## src/design/wgm_pkg.sv

```systemverilog
// ----------------------------------------------------------------------------
// wgm_pkg: shared types and constants for the glob matcher
// Opcodes, symbol classes and the token that moves down the cell chain.
// ----------------------------------------------------------------------------
package wgm_pkg;

    localparam logic [7:0] SYM_STAR = 8'h2A;
    localparam logic [7:0] SYM_ANY  = 8'h3F;

    typedef enum logic [1:0] {
        OP_CLEAR  = 2'd0,
        OP_APPEND = 2'd1,
        OP_TEXT   = 2'd2,
        OP_FINISH = 2'd3
    } opcode_t;

    typedef enum logic [1:0] {
        KIND_LETTER = 2'd0,
        KIND_ANY    = 2'd1,
        KIND_STAR   = 2'd2,
        KIND_BAD    = 2'd3
    } sym_kind_t;

    typedef struct packed {
        logic       valid;
        opcode_t    op;
        logic [7:0] sym;
        logic       fault;
        logic       left_old;
        logic       left_new;
        logic       placed;
    } token_t;

    function automatic sym_kind_t sym_kind(input logic [7:0] s);
        sym_kind_t k;
        if ((s >= 8'h41 && s <= 8'h5A) || (s >= 8'h61 && s <= 8'h7A)) begin
            k = KIND_LETTER;
        end
        else if (s == SYM_ANY) begin
            k = KIND_ANY;
        end
        else if (s == SYM_STAR) begin
            k = KIND_STAR;
        end
        else begin
            k = KIND_BAD;
        end
        return k;
    endfunction

endpackage

```

## src/design/wildcard_glob_matcher.sv

```systemverilog
// ----------------------------------------------------------------------------
// wildcard_glob_matcher: streaming glob matcher on a chain of pattern cells
// A finish transfer passes the PATTERN_MAX cell registers and then the result
// register; a waiting result that is not taken holds the whole chain.
// Throughput: one item per cycle unless a waiting result holds the chain;
// each item moves one cell per cycle down PATTERN_MAX cells, one per pattern column.
// Reset: empty pattern, fault clear, match row at the empty text, no result.
// ----------------------------------------------------------------------------
module wildcard_glob_matcher
    import wgm_pkg::*;
#(
    parameter int PATTERN_MAX = 64
)
(
    input  logic       clk,
    input  logic       rst_n,
    input  logic       item_valid,
    output logic       item_ready,
    input  logic [1:0] opcode,
    input  logic [7:0] symbol,
    output logic       result_valid,
    input  logic       result_ready,
    output logic       matched,
    output logic       pattern_fault
);

    token_t chain [PATTERN_MAX + 1];
    logic   advance;
    logic   result_valid_reg;
    logic   result_valid_next;
    logic   matched_reg;
    logic   fault_reg;
    token_t last;

    assign advance    = !result_valid_reg || result_ready;
    assign item_ready = advance;

    wgm_head #(
        .PATTERN_MAX (PATTERN_MAX)
    ) u_head (
        .clk    (clk),
        .rst_n  (rst_n),
        .take   (item_valid && advance),
        .opcode (opcode),
        .symbol (symbol),
        .token  (chain[0])
    );

    for (genvar i = 0; i < PATTERN_MAX; i++) begin : g_cell
        wgm_cell u_cell (
            .clk     (clk),
            .rst_n   (rst_n),
            .advance (advance),
            .tok_in  (chain[i]),
            .tok_out (chain[i + 1])
        );
    end

    assign last = chain[PATTERN_MAX];

    always_comb
    begin
        result_valid_next = result_valid_reg;
        if (advance) begin
            result_valid_next = last.valid && (last.op == OP_FINISH);
        end
    end

    always_ff @(posedge clk or negedge rst_n)
    begin
        if (!rst_n) begin
            result_valid_reg <= 1'b0;
        end
        else begin
            result_valid_reg <= result_valid_next;
        end
    end

    always_ff @(posedge clk)
    begin
        if (advance) begin
            matched_reg <= last.left_old && !last.fault;
            fault_reg   <= last.fault;
        end
    end

    assign result_valid  = result_valid_reg;
    assign matched       = matched_reg;
    assign pattern_fault = fault_reg;

endmodule

```

## src/design/wgm_head.sv

```systemverilog
// ----------------------------------------------------------------------------
// wgm_head: front of the cell chain
// Tracks pattern length, fault flag and the empty-text column, and turns each
// accepted input transfer into a token for the first cell.
// ----------------------------------------------------------------------------
module wgm_head
    import wgm_pkg::*;
#(
    parameter int PATTERN_MAX = 64
)
(
    input  logic       clk,
    input  logic       rst_n,
    input  logic       take,
    input  logic [1:0] opcode,
    input  logic [7:0] symbol,
    output token_t     token
);

    localparam int CW = $clog2(PATTERN_MAX + 1);
    localparam logic [CW-1:0] COUNT_FULL = CW'(PATTERN_MAX);

    logic [CW-1:0] count_reg;
    logic [CW-1:0] count_next;
    logic          fault_reg;
    logic          fault_next;
    logic          start_reg;
    logic          start_next;
    opcode_t       op;
    logic          full;

    assign op   = opcode_t'(opcode);
    assign full = (count_reg == COUNT_FULL);

    always_comb
    begin
        count_next     = count_reg;
        fault_next     = fault_reg;
        start_next     = start_reg;
        token.valid    = take;
        token.op       = op;
        token.sym      = symbol;
        token.fault    = fault_reg;
        token.left_old = start_reg;
        token.left_new = 1'b0;
        token.placed   = 1'b0;
        case (op)
            OP_CLEAR:
            begin
                count_next = '0;
                fault_next = 1'b0;
                start_next = 1'b1;
            end
            OP_APPEND:
            begin
                token.left_old = 1'b1;
                start_next     = 1'b1;
                if (full) begin
                    fault_next   = 1'b1;
                    token.placed = 1'b1;
                end
                else begin
                    count_next = count_reg + 1'b1;
                    if (sym_kind(symbol) == KIND_BAD) begin
                        fault_next = 1'b1;
                    end
                end
            end
            OP_TEXT:
            begin
                start_next = 1'b0;
            end
            OP_FINISH:
            begin
                start_next = 1'b1;
            end
            default:
            begin
                start_next = start_reg;
            end
        endcase
    end

    always_ff @(posedge clk or negedge rst_n)
    begin
        if (!rst_n) begin
            count_reg <= '0;
            fault_reg <= 1'b0;
            start_reg <= 1'b1;
        end
        else if (take) begin
            count_reg <= count_next;
            fault_reg <= fault_next;
            start_reg <= start_next;
        end
    end

endmodule

```

## src/design/wgm_cell.sv

```systemverilog
// ----------------------------------------------------------------------------
// wgm_cell: one pattern column
// Holds one pattern symbol and its match bits; updates them as each token
// passes and hands the token with its column's carries to the next cell.
// ----------------------------------------------------------------------------
module wgm_cell
    import wgm_pkg::*;
(
    input  logic   clk,
    input  logic   rst_n,
    input  logic   advance,
    input  token_t tok_in,
    output token_t tok_out
);

    logic       used_reg;
    logic       used_next;
    logic       empty_reg;
    logic       empty_next;
    logic       cur_reg;
    logic       cur_next;
    logic [7:0] sym_reg;
    logic [7:0] sym_next;
    token_t     tok_reg;
    token_t     tok_next;
    logic       bit_val;

    always_comb
    begin
        case (sym_kind(sym_reg))
            KIND_LETTER: bit_val = (tok_in.sym == sym_reg) && tok_in.left_old;
            KIND_ANY:    bit_val = tok_in.left_old;
            KIND_STAR:   bit_val = tok_in.left_new || cur_reg;
            default:     bit_val = 1'b0;
        endcase
        bit_val = bit_val && used_reg;
    end

    always_comb
    begin
        used_next  = used_reg;
        empty_next = empty_reg;
        cur_next   = cur_reg;
        sym_next   = sym_reg;
        tok_next   = tok_in;
        if (tok_in.valid) begin
            case (tok_in.op)
                OP_CLEAR:
                begin
                    used_next  = 1'b0;
                    empty_next = 1'b0;
                    cur_next   = 1'b0;
                end
                OP_APPEND:
                begin
                    if (!used_reg && !tok_in.placed) begin
                        used_next       = 1'b1;
                        sym_next        = tok_in.sym;
                        empty_next      = tok_in.left_old && (tok_in.sym == SYM_STAR);
                        tok_next.placed = 1'b1;
                    end
                    cur_next          = empty_next;
                    tok_next.left_old = empty_next;
                end
                OP_TEXT:
                begin
                    cur_next          = bit_val;
                    tok_next.left_old = cur_reg;
                    tok_next.left_new = bit_val;
                end
                OP_FINISH:
                begin
                    cur_next = empty_reg;
                    if (used_reg) begin
                        tok_next.left_old = cur_reg;
                    end
                end
                default:
                begin
                    cur_next = cur_reg;
                end
            endcase
        end
    end

    always_ff @(posedge clk or negedge rst_n)
    begin
        if (!rst_n) begin
            used_reg  <= 1'b0;
            empty_reg <= 1'b0;
            cur_reg   <= 1'b0;
            sym_reg   <= '0;
            tok_reg   <= '0;
        end
        else if (advance) begin
            used_reg  <= used_next;
            empty_reg <= empty_next;
            cur_reg   <= cur_next;
            sym_reg   <= sym_next;
            tok_reg   <= tok_next;
        end
    end

    assign tok_out = tok_reg;

endmodule

```

## config.mk

```make
export PLATFORM = sky130hd
export DESIGN_NAME = wildcard_glob_matcher
export DESIGN_NICKNAME = d
export VERILOG_FILES = /design/src/design/wgm_pkg.sv /design/src/design/wildcard_glob_matcher.sv /design/src/design/wgm_head.sv /design/src/design/wgm_cell.sv
export SDC_FILE = /design/constraint.sdc
export NUM_CORES = 2
export LEC_CHECK = 0
export ABC_AREA = 1
export BUFFER_PORTS_ARGS = -buffer_cell sky130_fd_sc_hd__buf_2
export CAP_MARGIN = 20
export CORE_MARGIN = 2
export CORE_UTILIZATION = 45
export CTS_CLUSTER_DIAMETER = 40
export DETAILED_ROUTE_END_ITERATION = 6
export GPL_TIMING_DRIVEN = 0
export HOLD_SLACK_MARGIN = 0.05
export PLACE_DENSITY_LB_ADDON = 0.15
export SLEW_MARGIN = 30
export SYNTH_ARGS = -nofsm -noshare
export SYNTH_HDL_FRONTEND = slang
export SYNTH_SLANG_ARGS = --single-unit
```

## constraint.sdc

```tcl
create_clock -name clk -period 2.7 [get_ports clk]
set_input_delay 0.135 -clock clk [delete_from_list [all_inputs] [get_ports clk]]
set_output_delay 0.135 -clock clk [all_outputs]
set_load 0.02 [all_outputs]
```

### Word-level counts from Yosys, hierarchy flattened

Cells that the tools add are included.

* logic and storage cells: 3687
* input bits: 14
* register bits after elaboration: 1666
* output and inout bits: 4

* $lt $le $gt $ge: 260
* reduce and logical (&&, ||, !) cells: 1099
* add/subtract/negate cells: 1
* equal/unequal tests: 646
* muxes and demuxes: 974

Operators by type and width (count)
* $eq 8x6->1 const B: 193
* $ge 8x7->1 const B: 130
* $le 8x7->1 const B: 130
* $eq 8x8->1: 64
* $reduce_and 4->1: 128
* $mux 1: 454
* $logic_and 1x1->1: 389
* $eq 2x2->1 const B: 194
* $pmux 1 s3: 128
* $mux 2: 132
* $pmux 1 s2: 130
* $eq 2x1->1 const B: 128
* $logic_not 2->1: 128
* $pmux 1 s4: 64
* $reduce_and 3->1: 66
* $mux 3: 64
* $logic_not 1->1: 130
* $logic_or 1x1->1: 129
* $ne 2x1->1 const B: 64
* $reduce_and 2->1: 64
* $reduce_bool 2->1: 64
* $pmux 7 s2: 1
* $add 7x1->7 const B: 1
* $eq 7x7->1 const B: 1
* 4 further kinds: 4

### Depth between registers and ports, before layout

* word-level depth: 10
* gate-level depth with buffers: 14
* depth with buffers taken out: 13

### Hierarchy

A second synthesis with hierarchy kept.

* cell total of the unflattened synthesis: 12024
* area, all modules: 89477.1 um^2

By module, submodules not included
* wgm_cell at g_cell[0].u_cell ...: cells an instance 186, times used 62, area an instance 1383.8 um^2, sequential area each 650.6 um^2
* wgm_cell at g_cell[5].u_cell: cells an instance 187, times used 1, area an instance 1417.6 um^2, sequential area each 650.6 um^2
* wgm_cell at g_cell[9].u_cell: cells an instance 190, times used 1, area an instance 1405.1 um^2, sequential area each 650.6 um^2
* wgm_head: cells an instance 104, times used 1, area an instance 737.0 um^2, sequential area each 226.5 um^2
* wildcard_glob_matcher: cells an instance 11, times used 1, area an instance 120.1 um^2, sequential area each 85.1 um^2

### Worst setup path after synthesis

No wires, ideal clock.

* kind: register to register
* start point: register result_valid_reg, in the netlist result_valid
* end point: register g_cell[27].u_cell.sym_reg[7]
* required time: 2581 ps
* period minus slack after synthesis: 1576 ps
* library setup time: 119 ps
* arrival time: 1456 ps
* path buffers: 3
* setup slack: 1124 ps
* cell stages (with the launch flop): 10
* cell sequence: dfrtp_1 nand2_4 inv_6 buf_8 buf_8 nor2_4 nand3_4 buf_6 nand2_1 o21ai_2

* cells in the longest elaborated chain, start to end: 3

Ends and longest elaborated chain
* from (decl): RTL line wildcard_glob_matcher.sv:29 `logic result_valid_reg;`
* from (signal assigned): RTL line wildcard_glob_matcher.sv:75 `result_valid_reg <= result_valid_next;`
* $logic_not 1->1: RTL line wildcard_glob_matcher.sv:35 `assign advance = !result_valid_reg || result_ready;`
* $logic_or 1x1->1: RTL line wildcard_glob_matcher.sv:35
* $reduce_and 4->1 (no line)
* to (signal assigned): RTL line wgm_cell.sv:99 `sym_reg <= sym_next;`
* to (decl): RTL line wgm_cell.sv:22 `logic [7:0] sym_reg;`

No other way between the ends.
A chain may end at the register's enable or synchronous reset.

### Worst setup path in the final report

* start point: register result_valid_reg, in the netlist result_valid
* end point: register g_cell[13].u_cell.tok_reg (netlist bit g_cell[13].u_cell.tok_out[11])

* cells in the longest elaborated chain, start to end: 2

Ends and longest elaborated chain
* $logic_not 1->1: RTL line wildcard_glob_matcher.sv:35
* $logic_or 1x1->1: RTL line wildcard_glob_matcher.sv:35
* to (signal assigned): RTL line wgm_cell.sv:100 `tok_reg <= tok_next;`
* to (decl): RTL line wgm_cell.sv:24 `token_t tok_reg;`

No other way between the ends.

==> flow_summary.yaml <==
status:
  outcome: "finished with violations"
  violations: "DRC, hold timing, setup timing"
floorplanning:
  ioPinCount: 18
  rows: 160
  die_h_um: 442
  die-area_um2: 196000
  start_util: 0.454
  core_region_area_um2: 191000
  die_w_um: 442
yosys:
  ys_ff_latch: 1666
  syn_area_um2: 86500
  synthArstFlopShare: 0.999
  synth.avg_cell_area_um2: 7.59
  synth_edf_count: 2
  yosys.area.top_type_share: 0.481
  synthTopCellsByArea: "dfrtp_1, nand2_1, o21ai_0"
  synth_nets: 11413
  yosysMostFrequentCell: "nand2_1"
  synthCells: 11397
  synth_top_cell_by_area: "dfrtp_1"
  synth_flop_cell: "dfrtp_1"
  synth_common_cells: "nand2_1, dfrtp_1, inv_1, o21ai_0, nor2_1"
  yosysUniqueCellTypes: 54
  ys.warnings.count: 0
  seq_area_frac_synth: 0.482
clock_network:
  clock-sinks: 1666
  hold_buffers: 24
  cts_tree: "done"
  h-tree-depth: 5
  clockBufferDepth: 4
  cts_buffers: 313
  post_cts_buffers: 0
  clkTransAtPathRegs_ns: 0.06
  worstSkewPairLatency_ns: 0.94
  cts_root_buf: "clkbuf_16"
grt:
  antenna_found_initial: 27
  grt_pass1_vias: 77163
  grt_pass1_wl_um: 466000
  grt_start_max_net_pins: 122
  grt_util_all_layers: 0.306
  grt.overflow.total: 0
power_and_ir_drop:
  leakage_nw: 48.7
  p_per_area_nw_per_um2: 803
  ir_worst_vdd_uv: 891
  fin_total_pwr_mw: 81.5
drt:
  viasPerCell: 5.56
  first_pass_iters: 7
  routed_wirelength_um: 303000
  route.detailed.drc: 2
  first_iter_violations: 8794
  ant_nets: 0
  routedWlPerCell_um: 20.8
  num_vias: 80785
worst_hold_path:
  hold_class: "primary input to asynchronous set/reset pin"
timing:
  hold_viol_final: 88
  whs_ns: -0.210
  finClkSkew_ns: 0.0447
  worst_slack_ns: -0.0114
  clock.fmax_mhz: 369
  finalSetupViolations: 2
  rsz0062_at_grt: "yes"
  slew_violations: 0
  slew-limit-headroom: 0.288
  period_needed_ns: 2.71
  tightest_slew_ns: 1.07
  min_period_over_period: 1.00
critical_path:
  worstReg2RegStart: "result_valid"
  r2r_end: "g_cell[13].u_cell.tok_out[11]"
  r2r_slack_ns: -0.01
  setup.worst_path.end_class: "flip-flop"
  path_class: "flip-flop to flip-flop"
  path_max_fanout: 10
  required_ns: 3.54
  critPathArrivalTime_ns: 3.56
  worstSetupStartpointType: "flip-flop"
  reg2regPathDepth: 7
place:
  dp_hpwl_um: 219000
  place_area_um2: 90300
  gp_congestion: 0.968
  port_buffers: 17
finish:
  fillers: 18219
  final_area_um2: 101000
  largest_register_ffs: 950
  drive_gt1_frac: 0.0974
  areaGrowthSynthToFinish_pct: 17.3
  fin_nets: 11787
job:
  maxCapViolCount: 0
## worst max-delay path, stage by stage, from the launching register on
cell and delay, ns:
dfrtp_1 0.42, nand2_4 0.14, buf_6 0.25, buf_2 0.26, buf_2 0.53, buf_2 0.54
nand2_1 0.29, o21ai_0 0.16
## report_power, final
group	leakage, nW	total (mW)	internal (mW)	switching, mW
registers	21.3	30.9	27.5	3.33
logic	22.2	9.84	3.69	6.15
clock network	5.29	40.8	26.8	14.0
total	48.7	81.5	58.0	23.5
## repair_timing
item	in CTS	in global routing
endpoints found under the setup margin	52	94
gates resized for setup	11	15
gates cloned	0	1
endpoints found under the hold margin	476	88
## how the worst max path moves through the flow
stage | start | endpoint | slack [ns] | cells past startpoint
after CTS | result_valid | g_cell[52].u_cell.tok_out[1] | 0.001 | 8
after floorplan | result_valid | g_cell[27].u_cell.sym_reg[7] | 1.12 | 9
after global routing | result_valid | g_cell[5].u_cell.tok_out[8] | -0.003 | 6
after detailed placement | result_valid | g_cell[13].u_cell.tok_out[1] | -0.22 | 8
after global placement | rst_n | g_cell[15].u_cell.tok_out[8] | -36.16 | 1
final | result_valid | g_cell[13].u_cell.tok_out[11] | -0.01 | 7
## area by class of cell
cell class,count,area [um^2],share of cell area
flip-flops and latches,1666,41700,0.411
multi-input cells,7961,37500,0.370
clock buffers,370,8510,0.0838
clock inverters,180,2360,0.0233
inverters,1465,5500,0.0542
plain buffers,303,1830,0.0181
repair buffers,61,868,0.00856
diodes,10,25.0,0.000247
well taps,2511,3140,0.0310
## layer usage
layer / share of wire / up-vias / track usage
li1: - / 37926 / -
met1: 0.44 / 38873 / 0.436
met2: 0.43 / 3291 / 0.458
met3: 0.081 / 687 / 0.0546
met4: 0.045 / 8 / 0.134
met5: 0.00018 / - / 0
## per-stage QoR
stage / std cells / TNS, ns / setup WS, ns / util / hold WS (ns)
CTS: 14516 / 0 / 0.00135 / 0.532 / -0.221
floorplan: 11397 / 0 / 1.12 / - / -0.161
global placement: 13925 / - / -36.16 / 0.471 / 0.404
finish: 14527 / -0.0173 / -0.0114 / 0.532 / -0.210
global route: 14519 / -0.00273 / -0.00273 / 0.532 / -0.179
detailed placement: 13944 / -7.13 / -0.216 / 0.474 / 0.131
## cells in the final DEF, fill, tap and decap left out, drive strengths merged, types with 6 or more instances in the layout
cell type / n
buf: 223
o221ai: 7
clkinvlp: 24
clkinv: 69
and3: 6
nor3: 273
diode: 10
or2: 30
xor2: 58
o21ai: 1671
a311oi: 10
inv: 1509
nand2: 3356
nand3: 535
a22oi: 17
xnor2: 68
o21bai: 23
a211oi: 33
clkbuf: 485
bufinv: 43
nand4: 186
nor2: 1005
dlygate4sd3: 24
a32oi: 6
o21a: 26
dfrtp: 1663
o31ai: 32
a31oi: 97
o211ai: 59
o22ai: 92
a21oi: 349
## cells by family after synthesis
| kind of cell | Yosys count | synth area share |
|---|---|---|
| DFF | 1666 | 0.482 |
| buffers and inverters | 1770 | 0.0838 |
| AOI/OAI and AO/OA | 2438 | 0.160 |
| muxes | 1 | 0.000116 |
| adders and majority gates | 2 | 0.000289 |
| and+or+nand+nor | 5394 | 0.261 |
| xor gates and xnor gates | 126 | 0.0128 |
Power figures use the tool's default switching activity.
